<file path="src/hw/rtl/btlv_pkg.sv">
// Shared types and constants for the BER TLV header parser.
package btlv_pkg;

  // Width of the length accumulator
  localparam int LEN_BITS = 32;
  // Width used when the accumulator is compared with byte counts
  localparam int ACC_W = (LEN_BITS > 32) ? LEN_BITS : 32;

  localparam logic [4:0] TAG_LONG_MARK = 5'h1f;
  localparam logic [7:0] COUNT_MAX     = 8'hff;
  localparam logic [7:0] LEN_COUNT_MAX = 8'd128;

  typedef enum logic [2:0] {
    PH_IDLE  = 3'd0,
    PH_TAG   = 3'd1,
    PH_LEN1  = 3'd2,
    PH_LENN  = 3'd3,
    PH_VAL   = 3'd4,
    PH_TRAIL = 3'd5
  } phase_t;

  typedef enum logic [1:0] {
    ROLE_TAG   = 2'd0,
    ROLE_LEN   = 2'd1,
    ROLE_VAL   = 2'd2,
    ROLE_TRAIL = 2'd3
  } role_t;

  typedef enum logic [2:0] {
    ST_OK       = 3'd0,
    ST_TAG_END  = 3'd1,
    ST_NO_LEN   = 3'd2,
    ST_LEN_END  = 3'd3,
    ST_OVERFLOW = 3'd4,
    ST_VAL_LONG = 3'd5
  } status_t;

  // One input byte with its buffer markers
  typedef struct packed {
    logic [7:0]  data_byte;
    logic        first;
    logic [31:0] buffer_bytes;
  } item_t;

  // One result item
  typedef struct packed {
    role_t       role;
    logic        done_res;
    status_t     status;
    logic [1:0]  tag_class;
    logic        constructed;
    logic [7:0]  tag_count;
    logic [7:0]  length_count;
    logic [31:0] length_value;
  } result_t;

endpackage

</file>
<file path="src/hw/rtl/btlv_in_reg.sv">
// Input register stage: holds one accepted byte until the parse core takes it.
module btlv_in_reg
  import btlv_pkg::*;
(
  input  logic  clk,
  input  logic  rst,
  input  logic  byte_valid,
  output logic  byte_stall,
  input  item_t item,
  input  logic  advance,
  output logic  q_valid,
  output item_t q_item
);

  // Hold the byte while the result side cannot take it
  assign byte_stall = q_valid && !advance;

  always_ff @(posedge clk) begin
    if (rst) begin
      q_valid <= 1'b0;
    end else if (!byte_stall) begin
      q_valid <= byte_valid;
    end
  end

  // Load the payload on every transfer
  always_ff @(posedge clk) begin
    if (byte_valid && !byte_stall) begin
      q_item <= item;
    end
  end

endmodule

</file>
<file path="src/hw/rtl/btlv_core.sv">
// Parse core: parser state registers and the per-byte update logic.
module btlv_core
  import btlv_pkg::*;
(
  input  logic    clk,
  input  logic    rst,
  input  logic    fire,
  input  item_t   item,
  output result_t res
);

  phase_t               phase, phase_next;
  logic [31:0]          bytes_left, bytes_left_next;
  logic [7:0]           tag_seen, tag_seen_next;
  logic [7:0]           length_seen, length_seen_next;
  logic [6:0]           length_to_go, length_to_go_next;
  logic [LEN_BITS-1:0]  length_acc, length_acc_next;
  logic [31:0]          value_left, value_left_next;
  logic [1:0]           class_bits, class_bits_next;
  logic                 constructed_bit, constructed_bit_next;
  status_t              last_status, last_status_next;

  logic [7:0]           b;
  logic [31:0]          left_dec;
  logic [31:0]          value_dec;
  logic [6:0]           to_go_dec;
  logic [LEN_BITS-1:0]  shifted;
  logic [LEN_BITS-1:0]  cand;
  logic [ACC_W-1:0]     cand_ext;
  logic [ACC_W-1:0]     acc_ext;
  logic                 fin;
  status_t              fin_code;
  logic                 settle;
  role_t                role;

  assign b         = item.data_byte;
  assign left_dec  = (bytes_left == 32'd0) ? 32'd0 : bytes_left - 32'd1;
  assign value_dec = (value_left == 32'd0) ? 32'd0 : value_left - 32'd1;
  assign to_go_dec = (length_to_go == 7'd0) ? 7'd0 : length_to_go - 7'd1;
  assign shifted   = (length_acc << 8) | LEN_BITS'(b);
  // Candidate length for the settle check: short form byte or shifted long form
  assign cand      = (phase == PH_LEN1) ? (b[7] ? '0 : LEN_BITS'(b)) : shifted;
  assign cand_ext  = ACC_W'(cand);

  // Compute the next state for one byte
  always_comb begin
    phase_next           = phase;
    bytes_left_next      = bytes_left;
    tag_seen_next        = tag_seen;
    length_seen_next     = length_seen;
    length_to_go_next    = length_to_go;
    length_acc_next      = length_acc;
    value_left_next      = value_left;
    class_bits_next      = class_bits;
    constructed_bit_next = constructed_bit;
    last_status_next     = last_status;
    fin                  = 1'b0;
    fin_code             = ST_OK;
    settle               = 1'b0;
    role                 = ROLE_TRAIL;

    if (item.first) begin
      // Restart: clear everything and take the first tag byte, unless the buffer is empty
      bytes_left_next      = '0;
      tag_seen_next        = '0;
      length_seen_next     = '0;
      length_to_go_next    = '0;
      length_acc_next      = '0;
      value_left_next      = '0;
      class_bits_next      = '0;
      constructed_bit_next = 1'b0;
      last_status_next     = ST_OK;
      if (item.buffer_bytes == 32'd0) begin
        phase_next = PH_TRAIL;
      end else begin
        bytes_left_next      = item.buffer_bytes - 32'd1;
        role                 = ROLE_TAG;
        tag_seen_next        = 8'd1;
        class_bits_next      = b[7:6];
        constructed_bit_next = b[5];
        if (b[4:0] == TAG_LONG_MARK) begin
          if (item.buffer_bytes == 32'd1) begin
            fin = 1'b1; fin_code = ST_TAG_END;
          end else begin
            phase_next = PH_TAG;
          end
        end else begin
          if (item.buffer_bytes == 32'd1) begin
            fin = 1'b1; fin_code = ST_NO_LEN;
          end else begin
            phase_next = PH_LEN1;
          end
        end
      end
    end else begin
      case (phase)
        PH_TAG: begin
          role            = ROLE_TAG;
          bytes_left_next = left_dec;
          if (tag_seen != COUNT_MAX) tag_seen_next = tag_seen + 8'd1;
          if (b[7]) begin
            if (left_dec == 32'd0) begin
              fin = 1'b1; fin_code = ST_TAG_END;
            end
          end else if (left_dec == 32'd0) begin
            fin = 1'b1; fin_code = ST_NO_LEN;
          end else begin
            phase_next = PH_LEN1;
          end
        end
        PH_LEN1: begin
          role             = ROLE_LEN;
          bytes_left_next  = left_dec;
          length_seen_next = 8'd1;
          if (!b[7]) begin
            length_acc_next = cand;
            settle          = 1'b1;
          end else if (32'(b[6:0]) > left_dec) begin
            fin = 1'b1; fin_code = ST_LEN_END;
          end else if (b[6:0] == 7'd0) begin
            length_acc_next = '0;
            settle          = 1'b1;
          end else begin
            length_to_go_next = b[6:0];
            length_acc_next   = '0;
            phase_next        = PH_LENN;
          end
        end
        PH_LENN: begin
          role            = ROLE_LEN;
          bytes_left_next = left_dec;
          if (length_seen != COUNT_MAX) length_seen_next = length_seen + 8'd1;
          if (length_seen != 8'd1 && length_acc[LEN_BITS-1 -: 8] != 8'd0) begin
            fin = 1'b1; fin_code = ST_OVERFLOW;
          end else begin
            length_acc_next   = shifted;
            length_to_go_next = to_go_dec;
            if (to_go_dec == 7'd0) settle = 1'b1;
          end
        end
        PH_VAL: begin
          role            = ROLE_VAL;
          bytes_left_next = left_dec;
          value_left_next = value_dec;
          if (value_dec == 32'd0) begin
            fin = 1'b1; fin_code = ST_OK;
          end
        end
        default: begin
          role = ROLE_TRAIL;
        end
      endcase
    end

    // Check the decoded length against the rest of the buffer
    if (settle) begin
      if (cand_ext > ACC_W'(left_dec)) begin
        fin = 1'b1; fin_code = ST_VAL_LONG;
      end else if (cand == '0) begin
        fin = 1'b1; fin_code = ST_OK;
      end else begin
        value_left_next = cand_ext[31:0];
        phase_next      = PH_VAL;
      end
    end

    // Close the parse on completion or error
    if (fin) begin
      phase_next       = PH_TRAIL;
      last_status_next = fin_code;
    end
  end

  assign acc_ext = ACC_W'(length_acc_next);

  // Build the result from the updated state
  always_comb begin
    res.role         = role;
    res.done_res     = fin;
    res.status       = last_status_next;
    res.tag_class    = class_bits_next;
    res.constructed  = constructed_bit_next;
    res.tag_count    = tag_seen_next;
    res.length_count = length_seen_next;
    res.length_value = acc_ext[31:0];
  end

  // Advance the state on each byte taken from the input register
  always_ff @(posedge clk) begin
    if (rst) begin
      phase           <= PH_IDLE;
      bytes_left      <= '0;
      tag_seen        <= '0;
      length_seen     <= '0;
      length_to_go    <= '0;
      length_acc      <= '0;
      value_left      <= '0;
      class_bits      <= '0;
      constructed_bit <= 1'b0;
      last_status     <= ST_OK;
    end else if (fire) begin
      phase           <= phase_next;
      bytes_left      <= bytes_left_next;
      tag_seen        <= tag_seen_next;
      length_seen     <= length_seen_next;
      length_to_go    <= length_to_go_next;
      length_acc      <= length_acc_next;
      value_left      <= value_left_next;
      class_bits      <= class_bits_next;
      constructed_bit <= constructed_bit_next;
      last_status     <= last_status_next;
    end
  end

endmodule

</file>
<file path="src/hw/rtl/btlv_out_reg.sv">
// Result register stage: holds one result until the receiver takes it.
module btlv_out_reg
  import btlv_pkg::*;
(
  input  logic    clk,
  input  logic    rst,
  input  logic    load,
  input  result_t res_in,
  output logic    advance,
  output logic    result_valid,
  input  logic    result_stall,
  output result_t res_q
);

  // The register can take a new result when empty or being drained
  assign advance = !result_valid || !result_stall;

  always_ff @(posedge clk) begin
    if (rst) begin
      result_valid <= 1'b0;
    end else if (advance) begin
      result_valid <= load;
    end
  end

  // Load the payload; hold it while stalled
  always_ff @(posedge clk) begin
    if (load && advance) begin
      res_q <= res_in;
    end
  end

endmodule

</file>
<file path="src/hw/rtl/ber_tlv_header_parser.sv">
// Top level of the BER TLV header parser: input register, parse core, result register.
//
// Usage: feed the buffer one byte per transfer on the byte channel
// (byte_valid / byte_stall, payload data_byte, first, buffer_bytes). Set first
// on the first byte of each buffer together with its total byte count; first
// restarts the parse at any time. Every byte yields exactly one result on the
// result channel (result_valid / result_stall): its role, a done flag, the
// running status and the header fields decoded so far.
// A transferred byte waits in the input register, is parsed as its result is
// loaded into the result register, and transfers from there. Throughput is
// one byte per clock unless the receiver stalls; the parser state update is a
// single pass of logic between the input register and the result register.
// Reset (rst, synchronous) empties both registers and returns the parser to
// idle; bytes without first are then reported as trailing with status ok.
// When the receiver stalls, the result holds, a full input register keeps its
// byte and raises byte_stall in the same cycle, so that no byte is lost.
module ber_tlv_header_parser
  import btlv_pkg::*;
(
  input  logic        clk,
  input  logic        rst,
  input  logic        byte_valid,
  output logic        byte_stall,
  input  logic [7:0]  data_byte,
  input  logic        first,
  input  logic [31:0] buffer_bytes,
  output logic        result_valid,
  input  logic        result_stall,
  output logic [1:0]  role,
  output logic        done_res,
  output logic [2:0]  status,
  output logic [1:0]  tag_class,
  output logic        constructed,
  output logic [7:0]  tag_count,
  output logic [7:0]  length_count,
  output logic [31:0] length_value
);

  item_t   item;
  item_t   q_item;
  logic    q_valid;
  logic    advance;
  logic    fire;
  result_t res_next;
  result_t res_q;

  assign item.data_byte    = data_byte;
  assign item.first        = first;
  assign item.buffer_bytes = buffer_bytes;

  // Parse a byte when the input register holds one and the result register can take it
  assign fire = q_valid && advance;

  btlv_in_reg u_in_reg (
    .clk        (clk),
    .rst        (rst),
    .byte_valid (byte_valid),
    .byte_stall (byte_stall),
    .item       (item),
    .advance    (advance),
    .q_valid    (q_valid),
    .q_item     (q_item)
  );

  btlv_core u_core (
    .clk  (clk),
    .rst  (rst),
    .fire (fire),
    .item (q_item),
    .res  (res_next)
  );

  btlv_out_reg u_out_reg (
    .clk          (clk),
    .rst          (rst),
    .load         (q_valid),
    .res_in       (res_next),
    .advance      (advance),
    .result_valid (result_valid),
    .result_stall (result_stall),
    .res_q        (res_q)
  );

  assign role         = res_q.role;
  assign done_res     = res_q.done_res;
  assign status       = res_q.status;
  assign tag_class    = res_q.tag_class;
  assign constructed  = res_q.constructed;
  assign tag_count    = res_q.tag_count;
  assign length_count = res_q.length_count;
  assign length_value = res_q.length_value;

  // A completing or failing byte is always part of the header or value
  a_done_not_trailing: assert property (@(posedge clk) disable iff (rst)
    result_valid && done_res |-> role != ROLE_TRAIL)
    else $error("done flagged on a trailing byte");

  // An error status is only possible once a tag byte was seen
  a_error_after_tag: assert property (@(posedge clk) disable iff (rst)
    result_valid && status != ST_OK |-> tag_count != 8'd0)
    else $error("error status without a tag byte");

  // Length bytes are counted on every length byte and never exceed the long form limit
  a_length_count: assert property (@(posedge clk) disable iff (rst)
    result_valid && role == ROLE_LEN |-> length_count != 8'd0 &&
    length_count <= LEN_COUNT_MAX)
    else $error("length byte count out of range");

  // A stalled result stays valid and unchanged until the receiver takes it
  a_no_overrun: assert property (@(posedge clk) disable iff (rst)
    result_valid && result_stall |=> result_valid && $stable(res_q))
    else $error("stalled result overwritten");

endmodule
</file>
<file path="config.mk">
export PLATFORM = sky130hd
export DESIGN_NAME = ber_tlv_header_parser
export DESIGN_NICKNAME = d
export VERILOG_FILES = /design/src/hw/rtl/btlv_pkg.sv /design/src/hw/rtl/btlv_in_reg.sv /design/src/hw/rtl/btlv_core.sv /design/src/hw/rtl/btlv_out_reg.sv /design/src/hw/rtl/ber_tlv_header_parser.sv
export SDC_FILE = /design/constraint.sdc
export NUM_CORES = 1
export LEC_CHECK = 0
export ABC_AREA = 1
export CAP_MARGIN = 25
export CORE_MARGIN = 2
export CORE_UTILIZATION = 45
export DETAILED_ROUTE_END_ITERATION = 16
export DONT_BUFFER_PORTS = 1
export PLACE_DENSITY = 0.7
export RECOVER_POWER = 25
export SLEW_MARGIN = 25
export SYNTH_ARGS = -nofsm -noshare
export SYNTH_HDL_FRONTEND = slang
export SYNTH_SLANG_ARGS = --single-unit
</file>
<file path="constraint.sdc">
create_clock -name clk -period 3.9 [get_ports clk]
set_input_delay 0 -clock clk [delete_from_list [all_inputs] [get_ports clk]]
set_output_delay 0 -clock clk [all_outputs]
set_load 0.02 [all_outputs]
</file>
* Word level (Yosys, flattened, before mapping)
Cells that the tools add are included.
** Word-level totals
- Bits of input ports :: 45
- Bits in read-only memories :: 0
- Logic and storage cells :: 159
- Memories kept :: 0
- Latch bits :: 0
- Register bits :: 228
- Bits in writable memories :: 0
** Operators by class
- Multiply operators :: 0
- Mux-type cells :: 89
- Eq/ne operators :: 13
- Divide/modulo/power cells :: 0
- Add/subtract/negate cells :: 6
- Bitwise logic cells :: 1
- Order comparisons :: 2
- Reduce and logical (&&, ||, !) cells :: 25
- Shift-type cells :: 0
** Operators by type and width (count)
- 2-to-1 mux 32 bit :: 15
- zero test 32 bit :: 6
- subtractor 32 x 1 -> 32 bit, second input constant :: 3
- 2-to-1 mux 3 bit :: 25
- case mux 32 bit (2 select lines) :: 1
- 2-to-1 mux 7 bit :: 7
- 2-to-1 mux 8 bit :: 5
- equality test 32 x 1 -> 1 bit, second input constant :: 1
- > comparator 32 bit :: 1
- > comparator 7 x 32 -> 1 bit :: 1
- bitwise OR 32 x 8 -> 32 bit :: 1
- 2-to-1 mux 1 bit :: 22
- zero test 7 bit :: 3
- adder 8 x 1 -> 8 bit, second input constant :: 2
- != test 8 bit, second input constant :: 2
- case mux 8 bit (2 select lines) :: 1
- 2-to-1 mux 2 bit :: 7
- case mux 7 bit (2 select lines) :: 1
- != test 3 bit, second input constant :: 4
- case mux 3 bit (3 select lines) :: 1
- != test 8 x 1 -> 1 bit, second input constant :: 1
- nonzero test 8 bit :: 1
- subtractor 7 x 1 -> 7 bit, second input constant :: 1
- equality test 3 x 2 -> 1 bit, second input constant :: 2
- other kinds (16) :: 22

* Longest topological paths before layout
- Depth after elaboration :: 11
- Depth in mapped cells :: 27

* Hierarchy
Synthesis repeated with hierarchy kept, for this count alone.
** Unflattened totals
- Cells, all modules :: 2282
- Area total of the unflattened synthesis :: 15547.4 um2
** By module, submodules not included
- btlv_core :: cells an instance 2170, instances 1, sequential area each 2562.5 um2, area an instance 12507.0 um2
- btlv_out_reg :: cells an instance 62, instances 1, sequential area each 1731.7 um2, area an instance 1755.4 um2
- btlv_in_reg :: cells an instance 48, instances 1, sequential area each 1251.2 um2, area an instance 1277.5 um2
- ber_tlv_header_parser :: cells an instance 2, instances 1, sequential area each 0.0 um2, area an instance 7.5 um2

* Least setup slack after synthesis
No wires, ideal clock.
- Path kind :: register to register
- From :: reg u_out_reg.result_valid
- To :: reg u_out_reg.res_q[0] (netlist name)
- Buffers on the path :: 2
- Setup slack :: 0.700 ns
- Required time :: 3.457 ns
- Period minus slack after synthesis :: 3.200 ns
- Arrival :: 2.756 ns
- Stages on the path, launching flop included :: 6
- Path through :: dfxtp_1 nand2_1 inv_1 nor2_1 clkbuf_1 clkbuf_1
** Between the ends
- Word-level cells in the longest chain between the ends :: 3
** Ends and longest elaborated chain
- start: declaration :: line btlv_out_reg.sv:10 : output logic result_valid,
- start signal: assignment :: line btlv_out_reg.sv:22 : result_valid <= load;
- zero test 1 bit :: line btlv_out_reg.sv:16 : assign advance = !result_valid || !result_stall;
- logical OR 1 bit :: line btlv_out_reg.sv:16
- logical AND 1 bit
- via fire :: line ber_tlv_header_parser.sv:43 : logic fire;
The timed path passes the listed nets, and every way through them passes these cells.
A chain may end at the register's enable or synchronous reset.

* Worst setup path after layout
- From :: reg u_core.bytes_left[1]
- To :: reg u_core.value_left[19]
** Between the ends
- Word-level cells in the longest chain between the ends :: 8
- Elaborated cells between the ends (all ways) :: 11
- Those cells by class :: 1 x add/sub; 2 x order compare; 7 x mux; 1 x reduce/logical
** Ends and longest elaborated chain
- start: declaration :: line btlv_core.sv:13 : logic [31:0] bytes_left, bytes_left_next;
- start signal: assignment :: line btlv_core.sv:203 : bytes_left <= bytes_left_next;
- subtractor 32 x 1 -> 32 bit / zero test 32 bit (equally long branches) :: line btlv_core.sv:37 : assign left_dec = (bytes_left == 32'd0) ? 32'd0 : bytes_left - 32'd1;
- 2-to-1 mux 32 bit (*) :: line btlv_core.sv:37
- > comparator 7 x 32 -> 1 bit :: line btlv_core.sv:118 : end else if (32'(b[6:0]) > left_dec) begin
- 2-to-1 mux 1 bit :: line btlv_core.sv:118
- 2-to-1 mux 1 bit :: line btlv_core.sv:115 : if (!b[7]) begin
- case mux 1 bit (2 select lines) :: line btlv_core.sv:96 : case (phase)
- 2-to-1 mux 1 bit :: line btlv_core.sv:62 : if (item.first) begin
- 2-to-1 mux 32 bit (*) :: line btlv_core.sv:156 : if (settle) begin
- end signal: assignment :: line btlv_core.sv:208 : value_left <= value_left_next;
- end: declaration :: line btlv_core.sv:18 : logic [31:0] value_left, value_left_next;
Every way passes the cells marked *; elsewhere a longest branch is shown, timed or not.

==> results by group <==
Run status
  – Outcome: complete, no violations

Logic synthesis
  – Number of synthesized flops with an enable pin: 98
  – Synthesized area: 15,770 sq um
  – Main combinational cell family by area after synthesis: simple AND/OR/NAND/NOR gates
  – Compound-Gate Fraction of Synth Area: 20.36%
  – Ys async rst share: 0%
  – Synth top cells by count: nand2_1 (552), nor2_1 (302), inv_1 (291)
  – Syn. warnings: 0
  – Main synth FF type: dfxtp_1
  – Synth area leaders: edfxtp_1 (19%), dfxtp_1 (17%), nand2_1 (13%), nor2_1 (7.2%), inv_1 (6.9%)
  – Synth Area per Inst: 6.881 sq um
  – #FFs+latches synth: 228
  – Post-Synth Adder-Cell Area: 3.808%
  – XOR/XNOR share of the synthesized area: 1.722%
  – Count leader, synth: nand2_1
  – Seq/Total Area, Yosys: 35.16%
  – Number of distinct library cells after synthesis: 54
  – Cells after Synth: 2,292
  – Mux share of post-synthesis cell area: 0%
  – Share of the synthesized area in the top cell type: 18.66%
  – Synth Area in Simple Gates: 29.06%
  – Syn Nets: 2,385
  – Post-synth top area cell: edfxtp_1

Final layout
  – Share of layout cells above drive strength 1: 9.296%
  – Fin nets: 2,418
  – P&R area growth vs syn: 12.64%
  – Filler Cell Count: 3,415
  – Final std cells w/o fill: 2,801
  – Final core utilization: 51.42%

Routing
  – Drt pass-1 iters: 6
  – Via density per instance: 5.615
  – Met2 WL: 21,950 um
  – Post-route ant nets: 0
  – DRT iter0 DRCs: 1,800
  – Via count: 15,730
  – WL/cell: 17.90 um
  – Routed length on met1: 22,300 um
  – Met3 wire len: 4417 um
  – Final wirelength: 50,140 um
  – # DRC: 0
  – Top sig layer: met4

CTS
  – H-tree depth: 1
  – CTS tree: yes
  – Clock latency on the worst-skew pair: 0.56 ns
  – CTS clk-pin slew, worst paths: 0.06 ns
  – Clock Tree Root: clkbuf_16
  – Clock sink count: 228
  – TritonCTS buffer count: 27
  – Longest Clk Path Bufs: 3

Timing
  – Slew @ Worst Pin: 1.104 ns
  – Max Transition Viols Final: 0
  – Max frequency: 274.2 MHz
  – Number of setup violations in the final report: 0
  – Slew headroom: 26.16%
  – Min cycle time layout: 3.647 ns
  – Hold_ws: 0.08458 ns
  – Period utilisation layout: 93.52%
  – Final Hold Viols: 0
  – Worst clock skew: 0.02391 ns
  – Setup_tns: 0 ns

Setup path
  – R2r endpoint: u_core.value_left[19]
  – Crit-path max cell delay: 0.32 ns
  – Type of origin of the critical path: flop
  – Worst path slowest cell: dfxtp_1
  – Worst Reg-to-Reg Cells: 21
  – Cell Chain, Critical Path: inv_1 > ha_2 > nand2_4 > nor2_8 > nand4_4 > buf_4 > nand2_1 > ha_1 > a21boi_0 > o211ai_1 > nor2_4 > nand2_2 > nand2_2 > nand2_2 > nand2_4 > inv_6 > buf_4 > nand2_1 > o21ai_2 > nand2_1 > a21oi_2
  – CP Max Fanout: 15
  – Crit path DAT: 4.14 ns
  – Crit end category: flop
  – Reg2reg setup slack: 0.25 ns
  – RR Startpoint: u_core.bytes_left[1]
  – Buf/Inv on CP: 4
  – Worst Path Required: 4.39 ns
  – Critical path launch point: u_core.bytes_left[1]
  – Crit-path leading delay family: simple AND/OR/NAND/NOR gates
  – Critical Setup Path Class: flop to flop

Floorplan
  – Die height: 191.2 um
  – Chip width: 191.2 um
  – Initial Utilization: 45.65%
  – Number of cell rows: 68
  – Floorplan core area: 34,540 sq um
  – Io pins: 104
  – Die ar.: 36,560 sq um

Global route
  – GRT Util Overall: 27.26%
  – Grt total ovfl: 0
  – Initial antenna violation count: 1
  – Largest net degree at the start of global routing: 177
  – Vias in the first global route: 14,350
  – First-pass GRT wire length: 78,980 um

Pwr
  – Maximum VDD drop: 0.0003354 V
  – P_leak: 7.724 nW
  – PnR Total Power: 7.589 mW
  – Pwr dens: 427.3 nW/um^2

Placement
  – DP Wirelength: 36,730 um
  – Input/output buffers: 0
  – Placed Cells: 2,705
  – Gpl congestion: 1.001

Hold path
  – Min-delay worst type: primary input to flop
  – Hold path cells: 1
  – Hold endpoint: u_in_reg.q_item[13]
  – Hold path start: buffer_bytes[13]

Flow run
  – # Max-Cap Violations: 0
==> cells by family after synthesis <==
family / Yosys count
and+or+nand+nor: 1081
AOI/OAI and AO/OA: 509
buffers and inverters: 395
DFF: 228
adders and majority gates: 48
xor gates and xnor gates: 31
==> state kept, by name, indices dropped and copies added (netlist names) <==
name	flops
u_core.bytes_left	32
u_in_reg.q_valid	1
u_core.length_seen	8
u_core.phase	3
u_core.class_bits	2
u_core.last_status	3
u_core.tag_seen	8
u_core.length_acc	32
u_core.constructed_bit	1
u_out_reg.result_valid	1
u_core.value_left	32
u_out_reg.res_q	57
u_core.length_to_go	7
u_in_reg.q_item	41
==> stage by stage <==
step                      setup slack, ns  instance area, sq um
after floorplan                    0.7004                 15770
after global placement             0.2354                 16380
after detailed placement           0.1407                 16390
after CTS                          0.1129                 17720
after global routing            -0.002487                 17760
final                              0.2529                 17760
==> cell type report <==
cell class,instances,area [sq um],share of cell area (%)
multi-input combinational,1669,8703,49.00
antenna,1,2.502,0.01409
sequential,228,5547,31.22
timing repair buffer,99,935.9,5.269
clock inverter,17,175.2,0.9861
clock buffer,32,694.4,3.909
tap,455,569.3,3.205
inverter,300,1136,6.396
==> cells in the final DEF (no fill, tap or decap), types with 4 or more instances in the layout <==
| master | count |
|---|---|
| nand2_1 | 552 |
| nor2_1 | 299 |
| inv_1 | 290 |
| o21ai_0 | 160 |
| a21oi_1 | 129 |
| dfxtp_1 | 129 |
| edfxtp_1 | 98 |
| nand3_1 | 97 |
| o211ai_1 | 86 |
| buf_4 | 49 |
| ha_1 | 47 |
| dlygate4sd3_1 | 44 |
| nand4_1 | 41 |
| o21ai_2 | 32 |
| nor3_1 | 31 |
| a21oi_2 | 30 |
| clkbuf_16 | 27 |
| o221ai_1 | 19 |
| xor2_1 | 18 |
| o21bai_1 | 13 |
| xnor2_1 | 13 |
| nor2_2 | 12 |
| a211oi_1 | 10 |
| nor4_1 | 9 |
| nand2_2 | 8 |
| nor2_4 | 8 |
| a221oi_1 | 7 |
| nand3_2 | 6 |
| clkinv_1 | 6 |
| inv_2 | 5 |
| or2_2 | 5 |
| o22ai_1 | 5 |
| clkbuf_1 | 5 |
| buf_12 | 5 |
| clkinv_2 | 4 |
==> how the worst max path moves through the flow <==
| stage | slack (ns) | to | depth (start not counted) |
|---|---|---|---|
| 3_3_place_gp | 0.24 | u_out_reg.res_q[14] | 19 |
| 5_1_grt | -0.002 | u_core.value_left[18] | 25 |
| 3_5_place_dp | 0.14 | u_core.length_acc[14] | 20 |
| 4_1_cts | 0.11 | u_core.length_acc[14] | 20 |
| 6_report | 0.25 | u_core.value_left[19] | 21 |
| 2_1_floorplan | 0.70 | u_out_reg.res_q[0] | 5 |
==> power breakdown <==
group / total, mW / switching, mW / internal (mW)
clock network: 2.54 / 1.07 / 1.47
registers: 2.82 / 0.177 / 2.64
logic: 2.23 / 1.51 / 0.724
total: 7.59 / 2.75 / 4.84
==> repair_timing <==
item | CTS | global route
setup buffers | 0 | 1
endpoints found under the hold margin | 141 | 0
hold buffers | 45 | 0
gates resized for setup | 0 | 8
setup endpoints to repair | 0 | 70
==> worst register-to-register path, delay by kind of cell, from the launching register on <==
kind,cells,cell delay (ns)
fa+ha+maj,2,0.55
flops,1,0.32
simple gates,11,1.36
compound gates,4,0.61
buf+inv,4,0.76
==> layer usage <==
layer / vias to the layer above / GRT usage (%)
met1: 7256 / 37.93
met5: - / 0
met3: 103 / 5.526
li1: 7717 / -
met2: 652 / 42.34
met4: 0 / 8.580
(Power assumes the default switching activity.)
